### src/rtl/gbpf_pkg.sv
// Shared types and constants of the Goldbach prime pair finder.
// No dependencies; used by gbpf_sieve_map and goldbach_prime_pair_finder.
package gbpf_pkg;

   localparam int NUM_W   = 8;
   localparam int COUNT_W = 6;

   localparam logic [NUM_W-1:0]   MIN_NUMBER = 8'd4;
   localparam logic [COUNT_W-1:0] COUNT_MAX  = 6'd63;

   typedef enum logic [3:0] {
      SCAN_IDLE  = 4'b0001,
      SCAN_STEP  = 4'b0010,
      SCAN_DRAIN = 4'b0100,
      SCAN_DONE  = 4'b1000
   } scan_state_type;

   typedef enum logic [4:0] {
      SIEVE_FILL  = 5'b00001,
      SIEVE_CHECK = 5'b00010,
      SIEVE_TEST  = 5'b00100,
      SIEVE_MARK  = 5'b01000,
      SIEVE_READY = 5'b10000
   } sieve_state_type;

   typedef struct packed {
      logic ready;
      logic p_prime;
      logic q_prime;
   } lookup_type;

endpackage

### src/rtl/gbpf_sieve_map.sv
// Prime bitmap over 0..LIMIT, filled by a sieve of Eratosthenes after reset.
// Offers two registered lookup ports once the sieve is done. Uses gbpf_pkg.
module gbpf_sieve_map #(
   parameter int LIMIT = 128,
   parameter int AW    = $clog2(LIMIT + 1)
) (
   input  logic                 clock,
   input  logic                 reset,
   input  logic [AW-1:0]        p_addr,
   input  logic [AW-1:0]        q_addr,
   output gbpf_pkg::lookup_type lookup
);

   logic                      map_mem [0:LIMIT];
   gbpf_pkg::sieve_state_type state_ff, state_in;
   logic [AW-1:0]             idx_ff, idx_in;
   logic [AW:0]               mult_ff, mult_in;
   logic [2*AW-1:0]           sq_ff, sq_in;
   logic                      rd_a_ff, rd_b_ff;
   logic                      we;
   logic [AW-1:0]             waddr;
   logic                      wdata;
   logic [AW-1:0]             addr_a;

   always_comb begin
      state_in = state_ff;
      idx_in   = idx_ff;
      mult_in  = mult_ff;
      sq_in    = sq_ff;
      we       = 1'b0;
      waddr    = idx_ff;
      wdata    = 1'b0;
      addr_a   = p_addr;
      case (state_ff)
         gbpf_pkg::SIEVE_FILL: begin
            we    = 1'b1;
            waddr = idx_ff;
            wdata = (idx_ff >= AW'(2));
            if (idx_ff == AW'(LIMIT)) begin
               idx_in   = AW'(2);
               state_in = gbpf_pkg::SIEVE_CHECK;
            end else begin
               idx_in = idx_ff + AW'(1);
            end
         end
         gbpf_pkg::SIEVE_CHECK: begin
            addr_a   = idx_ff;
            sq_in    = idx_ff * idx_ff;
            state_in = gbpf_pkg::SIEVE_TEST;
         end
         gbpf_pkg::SIEVE_TEST: begin
            if (sq_ff > (2*AW)'(LIMIT)) begin
               state_in = gbpf_pkg::SIEVE_READY;
            end else if (rd_a_ff) begin
               mult_in  = sq_ff[AW:0];
               state_in = gbpf_pkg::SIEVE_MARK;
            end else begin
               idx_in   = idx_ff + AW'(1);
               state_in = gbpf_pkg::SIEVE_CHECK;
            end
         end
         gbpf_pkg::SIEVE_MARK: begin
            if (mult_ff <= (AW+1)'(LIMIT)) begin
               we      = 1'b1;
               waddr   = mult_ff[AW-1:0];
               wdata   = 1'b0;
               mult_in = mult_ff + {1'b0, idx_ff};
            end else begin
               idx_in   = idx_ff + AW'(1);
               state_in = gbpf_pkg::SIEVE_CHECK;
            end
         end
         gbpf_pkg::SIEVE_READY: begin
            state_in = gbpf_pkg::SIEVE_READY;
         end
         default: begin
            state_in = gbpf_pkg::SIEVE_FILL;
         end
      endcase
   end

   always_ff @(posedge clock) begin
      if (reset) begin
         state_ff <= gbpf_pkg::SIEVE_FILL;
         idx_ff   <= '0;
         mult_ff  <= '0;
         sq_ff    <= '0;
      end else begin
         state_ff <= state_in;
         idx_ff   <= idx_in;
         mult_ff  <= mult_in;
         sq_ff    <= sq_in;
      end
   end

   always_ff @(posedge clock) begin
      if (we) begin
         map_mem[waddr] <= wdata;
      end
      rd_a_ff <= map_mem[addr_a];
      rd_b_ff <= map_mem[q_addr];
   end

   assign lookup.ready   = (state_ff == gbpf_pkg::SIEVE_READY);
   assign lookup.p_prime = rd_a_ff;
   assign lookup.q_prime = rd_b_ff;

endmodule

### src/rtl/goldbach_prime_pair_finder.sv
// Top level of the Goldbach prime pair finder: command port and pair scan.
// Depends on gbpf_pkg and gbpf_sieve_map.
//
// Usage: after reset the block sieves a prime bitmap over 0..LIMIT and holds
// busy high meanwhile: one pass writes every entry, then each base prime up to
// the square root of LIMIT strikes its multiples, one memory write per cycle.
// A command transfers when start is high and busy is low; req_number is
// sampled then. busy stays high until the result has been shown.
// For a number above 4 the scan tests p = 2 .. number/2, one pair per cycle
// through the two bitmap read ports, then a drain state, then the result; a
// number of 4 or less answers on the next cycle. Items never overlap.
// The result is on rsp_* for one cycle with rsp_valid high; the receiver
// cannot stall it. Indices above LIMIT count as not prime.
module goldbach_prime_pair_finder #(
   parameter int LIMIT = 128
) (
   input  logic                          clock,
   input  logic                          reset,
   input  logic                          start,
   output logic                          busy,
   input  logic [gbpf_pkg::NUM_W-1:0]    req_number,
   output logic                          rsp_valid,
   output logic                          rsp_found,
   output logic [gbpf_pkg::NUM_W-1:0]    rsp_small_prime,
   output logic [gbpf_pkg::NUM_W-1:0]    rsp_large_prime,
   output logic [gbpf_pkg::COUNT_W-1:0]  rsp_pair_count
);

   localparam int AW = $clog2(LIMIT + 1);

   gbpf_pkg::scan_state_type        state_ff, state_in;
   logic [gbpf_pkg::NUM_W-1:0]      number_ff, number_in;
   logic [gbpf_pkg::NUM_W-1:0]      p_ff, p_in;
   logic [gbpf_pkg::NUM_W-1:0]      q_cur;
   logic [gbpf_pkg::NUM_W-1:0]      half;
   logic                            s1_vld_ff, s1_vld_in;
   logic                            s1_pok_ff, s1_qok_ff;
   logic [gbpf_pkg::NUM_W-1:0]      s1_p_ff, s1_q_ff;
   logic [gbpf_pkg::NUM_W-1:0]      small_ff, small_in;
   logic [gbpf_pkg::NUM_W-1:0]      large_ff, large_in;
   logic [gbpf_pkg::COUNT_W-1:0]    count_ff, count_in;
   logic                            accept;
   logic                            hit;
   gbpf_pkg::lookup_type            lookup;

   assign half   = number_ff >> 1;
   assign q_cur  = number_ff - p_ff;
   assign busy   = (state_ff != gbpf_pkg::SCAN_IDLE) || !lookup.ready;
   assign accept = start && !busy;
   assign hit    = s1_vld_ff && s1_pok_ff && s1_qok_ff && lookup.p_prime && lookup.q_prime;

   gbpf_sieve_map #(
      .LIMIT (LIMIT),
      .AW    (AW)
   ) u_map (
      .clock  (clock),
      .reset  (reset),
      .p_addr (AW'(p_ff)),
      .q_addr (AW'(q_cur)),
      .lookup (lookup)
   );

   always_comb begin
      state_in  = state_ff;
      number_in = number_ff;
      p_in      = p_ff;
      s1_vld_in = 1'b0;
      small_in  = small_ff;
      large_in  = large_ff;
      count_in  = count_ff;
      if (hit) begin
         if (count_ff == '0) begin
            small_in = s1_p_ff;
            large_in = s1_q_ff;
         end
         if (count_ff != gbpf_pkg::COUNT_MAX) begin
            count_in = count_ff + gbpf_pkg::COUNT_W'(1);
         end
      end
      case (state_ff)
         gbpf_pkg::SCAN_IDLE: begin
            if (accept) begin
               number_in = req_number;
               p_in      = gbpf_pkg::NUM_W'(2);
               small_in  = '0;
               large_in  = '0;
               count_in  = '0;
               if (req_number > gbpf_pkg::MIN_NUMBER) begin
                  state_in = gbpf_pkg::SCAN_STEP;
               end else begin
                  state_in = gbpf_pkg::SCAN_DONE;
               end
            end
         end
         gbpf_pkg::SCAN_STEP: begin
            s1_vld_in = 1'b1;
            if (p_ff == half) begin
               state_in = gbpf_pkg::SCAN_DRAIN;
            end else begin
               p_in = p_ff + gbpf_pkg::NUM_W'(1);
            end
         end
         gbpf_pkg::SCAN_DRAIN: begin
            state_in = gbpf_pkg::SCAN_DONE;
         end
         gbpf_pkg::SCAN_DONE: begin
            state_in = gbpf_pkg::SCAN_IDLE;
         end
         default: begin
            state_in = gbpf_pkg::SCAN_IDLE;
         end
      endcase
   end

   always_ff @(posedge clock) begin
      if (reset) begin
         state_ff  <= gbpf_pkg::SCAN_IDLE;
         p_ff      <= '0;
         s1_vld_ff <= 1'b0;
         count_ff  <= '0;
      end else begin
         state_ff  <= state_in;
         p_ff      <= p_in;
         s1_vld_ff <= s1_vld_in;
         count_ff  <= count_in;
      end
   end

   always_ff @(posedge clock) begin
      number_ff <= number_in;
      small_ff  <= small_in;
      large_ff  <= large_in;
      s1_p_ff   <= p_ff;
      s1_q_ff   <= q_cur;
      s1_pok_ff <= (p_ff <= LIMIT);
      s1_qok_ff <= (q_cur <= LIMIT);
   end

   assign rsp_valid       = (state_ff == gbpf_pkg::SCAN_DONE);
   assign rsp_found       = (count_ff != '0);
   assign rsp_small_prime = small_ff;
   assign rsp_large_prime = large_ff;
   assign rsp_pair_count  = count_ff;

   a_single_strobe: assert property (@(posedge clock) disable iff (reset)
      rsp_valid |=> !rsp_valid && !busy)
      else $error("result strobe longer than one cycle");

   a_busy_after_accept: assert property (@(posedge clock) disable iff (reset)
      accept |=> busy)
      else $error("busy low after a command transfer");

   a_pair_sum: assert property (@(posedge clock) disable iff (reset)
      rsp_valid && rsp_found |->
         (gbpf_pkg::NUM_W'(rsp_small_prime + rsp_large_prime) == number_ff))
      else $error("reported pair does not sum to the number");

   a_pair_order: assert property (@(posedge clock) disable iff (reset)
      rsp_valid && rsp_found |-> (rsp_small_prime <= rsp_large_prime))
      else $error("reported pair out of order");

   a_empty_result: assert property (@(posedge clock) disable iff (reset)
      rsp_valid && !rsp_found |-> (rsp_small_prime == '0) && (rsp_large_prime == '0))
      else $error("empty result carries a pair");

endmodule
### config.mk
export PLATFORM = sky130hd
export DESIGN_NAME = goldbach_prime_pair_finder
export DESIGN_NICKNAME = d
export VERILOG_FILES = /design/src/rtl/gbpf_pkg.sv /design/src/rtl/gbpf_sieve_map.sv /design/src/rtl/goldbach_prime_pair_finder.sv
export SDC_FILE = /design/constraint.sdc
export NUM_CORES = 1
export LEC_CHECK = 0
export ABC_AREA = 0
export BUFFER_PORTS_ARGS = -buffer_cell sky130_fd_sc_hd__clkbuf_2
export CORE_AREA = 2 2 155 187
export DETAILED_ROUTE_END_ITERATION = 8
export DIE_AREA = 0 0 157 189
export HOLD_SLACK_MARGIN = 0.1
export PLACE_DENSITY = 0.71
export SKIP_CTS_REPAIR_TIMING = 1
export SYNTH_ARGS = -nofsm -noshare
export SYNTH_HDL_FRONTEND = slang
export SYNTH_SLANG_ARGS = --single-unit
### constraint.sdc
create_clock -name clock -period 7.8 [get_ports clock]
set_input_delay 1.56 -clock clock [delete_from_list [all_inputs] [get_ports clock]]
set_output_delay 1.56 -clock clock [all_outputs]
set_load 0.02 [all_outputs]
# Yosys cells after proc, flatten, opt, wreduce, memory -nomap -nowiden
# Memory sizes are Yosys's and may differ from the RTL's. A register that Yosys moved wholly into a read port is not among the register bits.
# Cells that the tools add are included.
[totals]
elab_cells = 111
romBits = 0
ram_bits = 129
n_memories = 1
latchBits = 0
register_bits = 99
in_bits = 11
[memory_table]
columns = ["name", "depth", "width", "read_ports", "rd_clocked_by_memory_dff", "write_ports", "line_no", "rtl"]
rows = [
  ["u_map.map_mem", 129, 1, 2, 2, 1, "gbpf_sieve_map.sv:14", "logic map_mem [0:LIMIT];"],
]
[op_classes]
n_eq_ne = 22
reduce_logical = 19
n_shift = 0
n_lt_le_gt_ge = 6
div = 0
muxes = 42
n_mul = 1
n_bitwise = 0
addsub = 5
[ops]
columns = ["operator", "n"]
rows = [
  ["$mux 8", 17],
  ["$mux 9", 3],
  ["$pmux 5 s5", 1],
  ["$mux 6", 4],
  ["$pmux 8 s3", 1],
  ["$pmux 9 s2", 1],
  ["$add 8x1->8 const B", 2],
  ["$gt 16x8->1 const B", 1],
  ["$le 8x8->1 const B", 2],
  ["$mul 8x8->16", 1],
  ["$mux 4", 4],
  ["$pmux 8 s2", 1],
  ["$mux 5", 3],
  ["$ne 2x2->1 const B", 6],
  ["$pmux 4 s3", 1],
  ["$add 9x8->9", 1],
  ["$le 9x8->1 const B", 1],
  ["$eq 8x7->1", 1],
  ["$eq 8x8->1 const B", 1],
  ["$ge 8x2->1 const B", 1],
  ["$gt 8x3->1 const B", 1],
  ["$reduce_and 4->1", 2],
  ["$sub 8x8->8", 1],
  ["$add 6x1->6 const B", 1],
  ["other kinds (23)", 37],
]

# Longest topological paths before layout
[depth]
ltp_word = 7
mapped_depth = 21
mapped_depth_nobuf = 20

# Cells and area by module
# From an unflattened synthesis, not the netlist that was laid out.
[hier_totals]
hier_cells = 1258
area_unflattened_um2 = 13417.9
[modules_own_cells]
columns = ["mod", "cells_per_inst", "seq_area_each_um2", "instances", "area_each_um2"]
rows = [
  ["gbpf_sieve_map", 993, 4654.5, 1, 10699.0],
  ["goldbach_prime_pair_finder", 265, 1301.2, 1, 2718.9],
]

# Least setup slack after synthesis
# Ideal clock, no wire load.
[synth_path]
path_type = "register -> register"
start = "reg u_map.idx_ff[3]"
end = "mem u_map.map_mem[0] (data pin)"
path_slack_ns = 2.183
stages_incl_launch_ff = 4
arrival_time_ns = 4.643
required_time_ns = 6.825
cell_sequence = "dfxtp_1 > clkbuf_1 > nor4_1 > a31oi_1"
[synth_between]
elab_chain_cells = 2
[synth_lines]
columns = ["item", "line_no", "rtl"]
rows = [
  ["start: declaration", "gbpf_sieve_map.sv:16", "logic [AW-1:0] idx_ff, idx_in;"],
  ["start signal: assignment", "gbpf_sieve_map.sv:90", "idx_ff <= idx_in;"],
  ["$ge 8x2->1", "gbpf_sieve_map.sv:38", "wdata = (idx_ff >= AW'(2));"],
  ["$mux 1", "n/a", ""],
  ["net u_map.wdata", "gbpf_sieve_map.sv:22", "logic wdata;"],
  ["end: declaration", "gbpf_sieve_map.sv:14", ""],
]
# The timed path passes the listed nets, and every way through them passes these cells.

# Final worst setup path
[layout_path]
start = "reg u_map.idx_ff[1]"
end = "reg u_map.sq_ff[15]"
[layout_between]
elab_chain_cells = 1
[layout_lines]
columns = ["item", "line_no", "rtl"]
rows = [
  ["$mul 8x8->16", "gbpf_sieve_map.sv:48", "sq_in = idx_ff * idx_ff;"],
  ["end signal: assignment", "gbpf_sieve_map.sv:92", "sq_ff <= sq_in;"],
  ["end: declaration", "gbpf_sieve_map.sv:18", "logic [2*AW-1:0] sq_ff, sq_in;"],
]
# No other way between the ends.
# A chain may end at the register's enable or synchronous reset.

==> results.txt <==
The run finished with clean final reports. The global-route congestion overflow total came out at 0. The flip-flop and latch count after synthesis came out at 229. The floorplan die area came out at 0.02967 mm2.

The relative max-transition margin came out at 21.46%. The period utilization is 67.22%. The warning count from the yosys run came out at 0. The slew at the pin with the worst max-slew slack came out at 1178 ps. The total setup violations reported at the end of the flow is 0. The layout cell share with drive strength beyond 1 came out at 12.33%. The total routed wirelength came out at 34110 um. The minimum setup slack among reg-to-reg paths came out at 2560 ps. After detailed routing, the number of remaining DRC violations is 0.

The largest total area in the synthesized netlist belongs to sky130_fd_sc_hd__edfxtp_1. The number of max-slew violations in the final report is 0. The launch instance of the worst min-delay path is p_ff[7]. The area fraction of the dominant cell type after synthesis came out at 31.18%. The initial utilization of the core area, before any placement, comes to 47.55%. The number of DRC violations after detailed-routing iteration 0 came out at 979. By count the netlist is led by sky130_fd_sc_hd__nor2_1 (221), sky130_fd_sc_hd__nand2_1 (149), sky130_fd_sc_hd__edfxtp_1 (137). The total area of multi-input combinational cells is 0.006711 mm2.

The relative contribution of the clock network to total power came out at 42.0%. The kind of end point of the critical path is a flip-flop. The routed via count came out at 10154. The clock tree from TritonCTS is yes. The number of filler instances in the final layout came out at 2404. The clock passes through at most 3 buffers. The worst clock skew came out at 18.83 ps. The wire length of the first global-routing pass came out at 54190 um. For this run, the share of the core covered by cells in the final layout is 52.83%. The clock-pin slew on the worst setup and hold paths came out at 60 ps. The number of buffers added on ports is 35.

The average routed wire per standard cell is 19.77 um. Traced cell by cell, the critical path runs through inv_1 > nor2_1 > ha_1 > inv_1 > fa_1 > inv_1 > ha_1 > inv_1 > fa_1 > inv_1 > fa_1 > a21o_1 > a21oi_1 > nor2b_1 > o21a_1 > o41ai_1 > o21ai_0 > a31oi_1 > nor4b_1 > a211o_1. The first detailed-routing pass took 6 iterations. By area the synthesized netlist is led by sky130_fd_sc_hd__edfxtp_1 (31%), sky130_fd_sc_hd__dfxtp_1 (14%), sky130_fd_sc_hd__mux4_2 (7.2%), sky130_fd_sc_hd__nor2_1 (6.3%), sky130_fd_sc_hd__ha_1 (4.9%). Global routing consumed, over all layers together, 23.40% of the routing resources. The per-instance average area after synthesis came out at 10.03 um2. The vertical die dimension is 189 um. The register area share after synthesis came out at 45.14%. The number of clock buffers added by TritonCTS is 25. Derived from the worst setup path, the maximum achievable clock frequency is 190.7 MHz.

The total I/O pin count is 36. The worst setup path is launched from a flip-flop. Yosys mapped a number of flops with a built-in enable equal to 137.

Cell internal power was estimated by the tool at 2.366 mW. The min-delay analysis places its worst path in the category flip-flop to flip-flop. The clock net in this run drives a total of 229 sinks. The final estimated routing congestion in global placement came out at 0.9052. The later-pin clock latency in the skew report is 540 ps.

The number of global-route vias before repair is 10109. The fraction of registers with async set/reset is 0%. The total net switching power is 0.8071 mW. The worst stage delay on the critical path is 650 ps.

The final critical-path required period is 5243 ps. The gate count of the mapped netlist came out at 1316. The via-per-instance ratio came out at 5.886. The maximum vdd ir drop came out at 0.2121 mV.

The data required time of the worst path is 8220 ps. The post-layout net count came out at 1417. The switching portion of total power came out at 25.43%.

The commonest register cell after synthesis is sky130_fd_sc_hd__edfxtp_1. The critical path data arrival time came out at 5660 ps. The floorplan has 67 rows. The register area is 0.005956 mm2. The pin count of the biggest net entering global routing came out at 130. The number of distinct standard cells referenced by the synthesized netlist came out at 66.

In this run the number of H-tree levels came out at 1. The areal power density over the cells came out at 216.5 mW/mm2. Of the total power, registers draw 47.1%. The capture instance of the worst register-to-register path is u_map.sq_ff[15]. The remaining antenna violation count after routing is 0.

The number of antenna cells inserted came out at 0. The mapped netlist covers 0.01320 mm2. The root buffer cell chosen for the clock tree is sky130_fd_sc_hd__clkbuf_16. Among all cell types in the netlist, the one instantiated most often is sky130_fd_sc_hd__nor2_1. The hold path depth is 0. In this run the static leakage power is 5.524 nW.

The setup path with the least slack is of type flip-flop to flip-flop. The depth of the worst register-to-register path came out at 20. The core region is 0.02775 mm2. The most frequent cell on the critical path is sky130_fd_sc_hd__inv_1. The number of antenna violations at the first check in global routing is 0.

The setup TNS came out at 0 ps. Setup repair after global routing left no endpoint under its margin. The reported max-cap violation count is 0. In this run the critical register-to-register path is launched from u_map.idx_ff[1].

The wire-length estimate of the detail-placed layout is 24150 um. The chip width came out at 157 um. Relative to the synthesized area, the layout overhead comes to 11.09%. The combinational share of power is 10.9%.

Among all stages on the critical path, the largest delay is contributed by sky130_fd_sc_hd__dfxtp_1. The highest net fanout along the worst path is 16. The worst hold path terminates at s1_p_ff[7]. The final-report hold violation count came out at 0.
[final cells by class]
class | instances | share of cell area (%)
Multi-Input combinational cell | 945 | 45.78
Sequential cell | 229 | 40.63
Clock buffer | 29 | 4.652
Tap cell | 379 | 3.235
Timing Repair Buffer | 51 | 2.014
Inverter | 75 | 1.920
Clock inverter | 17 | 1.767
[per-stage QoR]
stage	hold WS [ps]	instances	cell area, um2	setup slack, ps	total power [mW]
finish	446.2	1725	14660	2557	3.173
global route	452.7	1725	14660	2147	3.261
CTS	435.8	1725	14660	2491	3.179
detailed placement	423.5	1679	13720	2527	1.856
global placement	423.9	1679	13720	2639	1.851
floorplan	329.0	1317	13200	2183	1.752
[placed cells by master (no fill, tap or decap), types with 5 or more instances in the layout]
| cell | count |
|---|---|
| sky130_fd_sc_hd__nor2_1 | 220 |
| sky130_fd_sc_hd__nand2_1 | 148 |
| sky130_fd_sc_hd__edfxtp_1 | 137 |
| sky130_fd_sc_hd__dfxtp_1 | 92 |
| sky130_fd_sc_hd__inv_1 | 72 |
| sky130_fd_sc_hd__a21oi_1 | 59 |
| sky130_fd_sc_hd__ha_1 | 51 |
| sky130_fd_sc_hd__mux2i_1 | 45 |
| sky130_fd_sc_hd__mux4_2 | 42 |
| sky130_fd_sc_hd__nand3_1 | 39 |
| sky130_fd_sc_hd__xnor2_1 | 35 |
| sky130_fd_sc_hd__clkbuf_2 | 35 |
| sky130_fd_sc_hd__o21ai_0 | 27 |
| sky130_fd_sc_hd__fa_1 | 27 |
| sky130_fd_sc_hd__nor3_1 | 26 |
| sky130_fd_sc_hd__clkbuf_16 | 26 |
| sky130_fd_sc_hd__a31oi_1 | 18 |
| sky130_fd_sc_hd__and2_1 | 17 |
| sky130_fd_sc_hd__buf_4 | 16 |
| sky130_fd_sc_hd__xor2_1 | 15 |
| sky130_fd_sc_hd__and3_1 | 13 |
| sky130_fd_sc_hd__nor2b_1 | 12 |
| sky130_fd_sc_hd__or2_2 | 12 |
| sky130_fd_sc_hd__nand2b_1 | 11 |
| sky130_fd_sc_hd__a211oi_1 | 11 |
| sky130_fd_sc_hd__nor4_1 | 10 |
| sky130_fd_sc_hd__a21o_1 | 9 |
| sky130_fd_sc_hd__or3_1 | 7 |
| sky130_fd_sc_hd__mux2_2 | 6 |
| sky130_fd_sc_hd__bufinv_16 | 6 |
| sky130_fd_sc_hd__o21bai_1 | 5 |
| sky130_fd_sc_hd__nand3b_1 | 5 |
| sky130_fd_sc_hd__clkinv_4 | 5 |
[flip-flops by register name, indices dropped and copies added (netlist names)]
name             count
u_map.state_ff       5
u_map.rd_a_ff        1
u_map.sq_ff         15
u_map.mult_ff        9
s1_vld_ff            1
u_map.map_mem      129
rsp_small_prime      8
u_map.rd_b_ff        1
s1_p_ff              8
s1_q_ff              8
number_ff            8
state_ff             4
p_ff                 8
s1_qok_ff            1
rsp_large_prime      8
rsp_pair_count       6
u_map.idx_ff         8
s1_pok_ff            1
[worst max-delay path by stage]
stage,cells past startpoint,to,start
CTS,20,u_map.sq_ff[15],u_map.idx_ff[1]
floorplan,3,u_map.map_mem[0],u_map.idx_ff[3]
detailed placement,20,u_map.sq_ff[15],u_map.idx_ff[1]
global route,20,u_map.sq_ff[15],u_map.idx_ff[1]
global placement,20,u_map.sq_ff[15],u_map.idx_ff[1]
finish,20,u_map.sq_ff[15],u_map.idx_ff[1]
[metal layers]
layer  part of all wire [%]  track usage (%)
met5                      0                0
met4                    4.3            10.02
met3                    6.8            3.136
met2                     50            41.60
met1                     39            28.26
[critical path, delay by kind of cell (launching register included)]
family,cells,cell delay [ps]
AOI/OAI and AO/OA,7,1750
adders and majority gates,5,1850
buffers and inverters,5,540
and+or+nand+nor,3,340
DFF,1,650
[kinds of logic after synthesis]
logic type / Yosys count / share of synthesized area [%]
AND/OR/NAND/NOR: 542 / 18.41
buffers and inverters: 143 / 4.276
flip-flops: 229 / 45.14
AO/OA/AOI/OAI: 178 / 8.619
adder cells (fa/ha/maj): 79 / 9.027
XOR/XNOR: 50 / 3.319
other: 1 / 0.02842
multiplexers: 94 / 11.18
[power groups by stage]
stage	combinational, mW	sequential (mW)	clock [mW]
finish	0.344	1.50	1.33
global route	0.371	1.50	1.39
CTS	0.336	1.49	1.35
detailed placement	0.336	1.52	0
global placement	0.334	1.52	0
floorplan	0.210	1.54	0
Note: power is estimated with default switching activity, not from simulation.
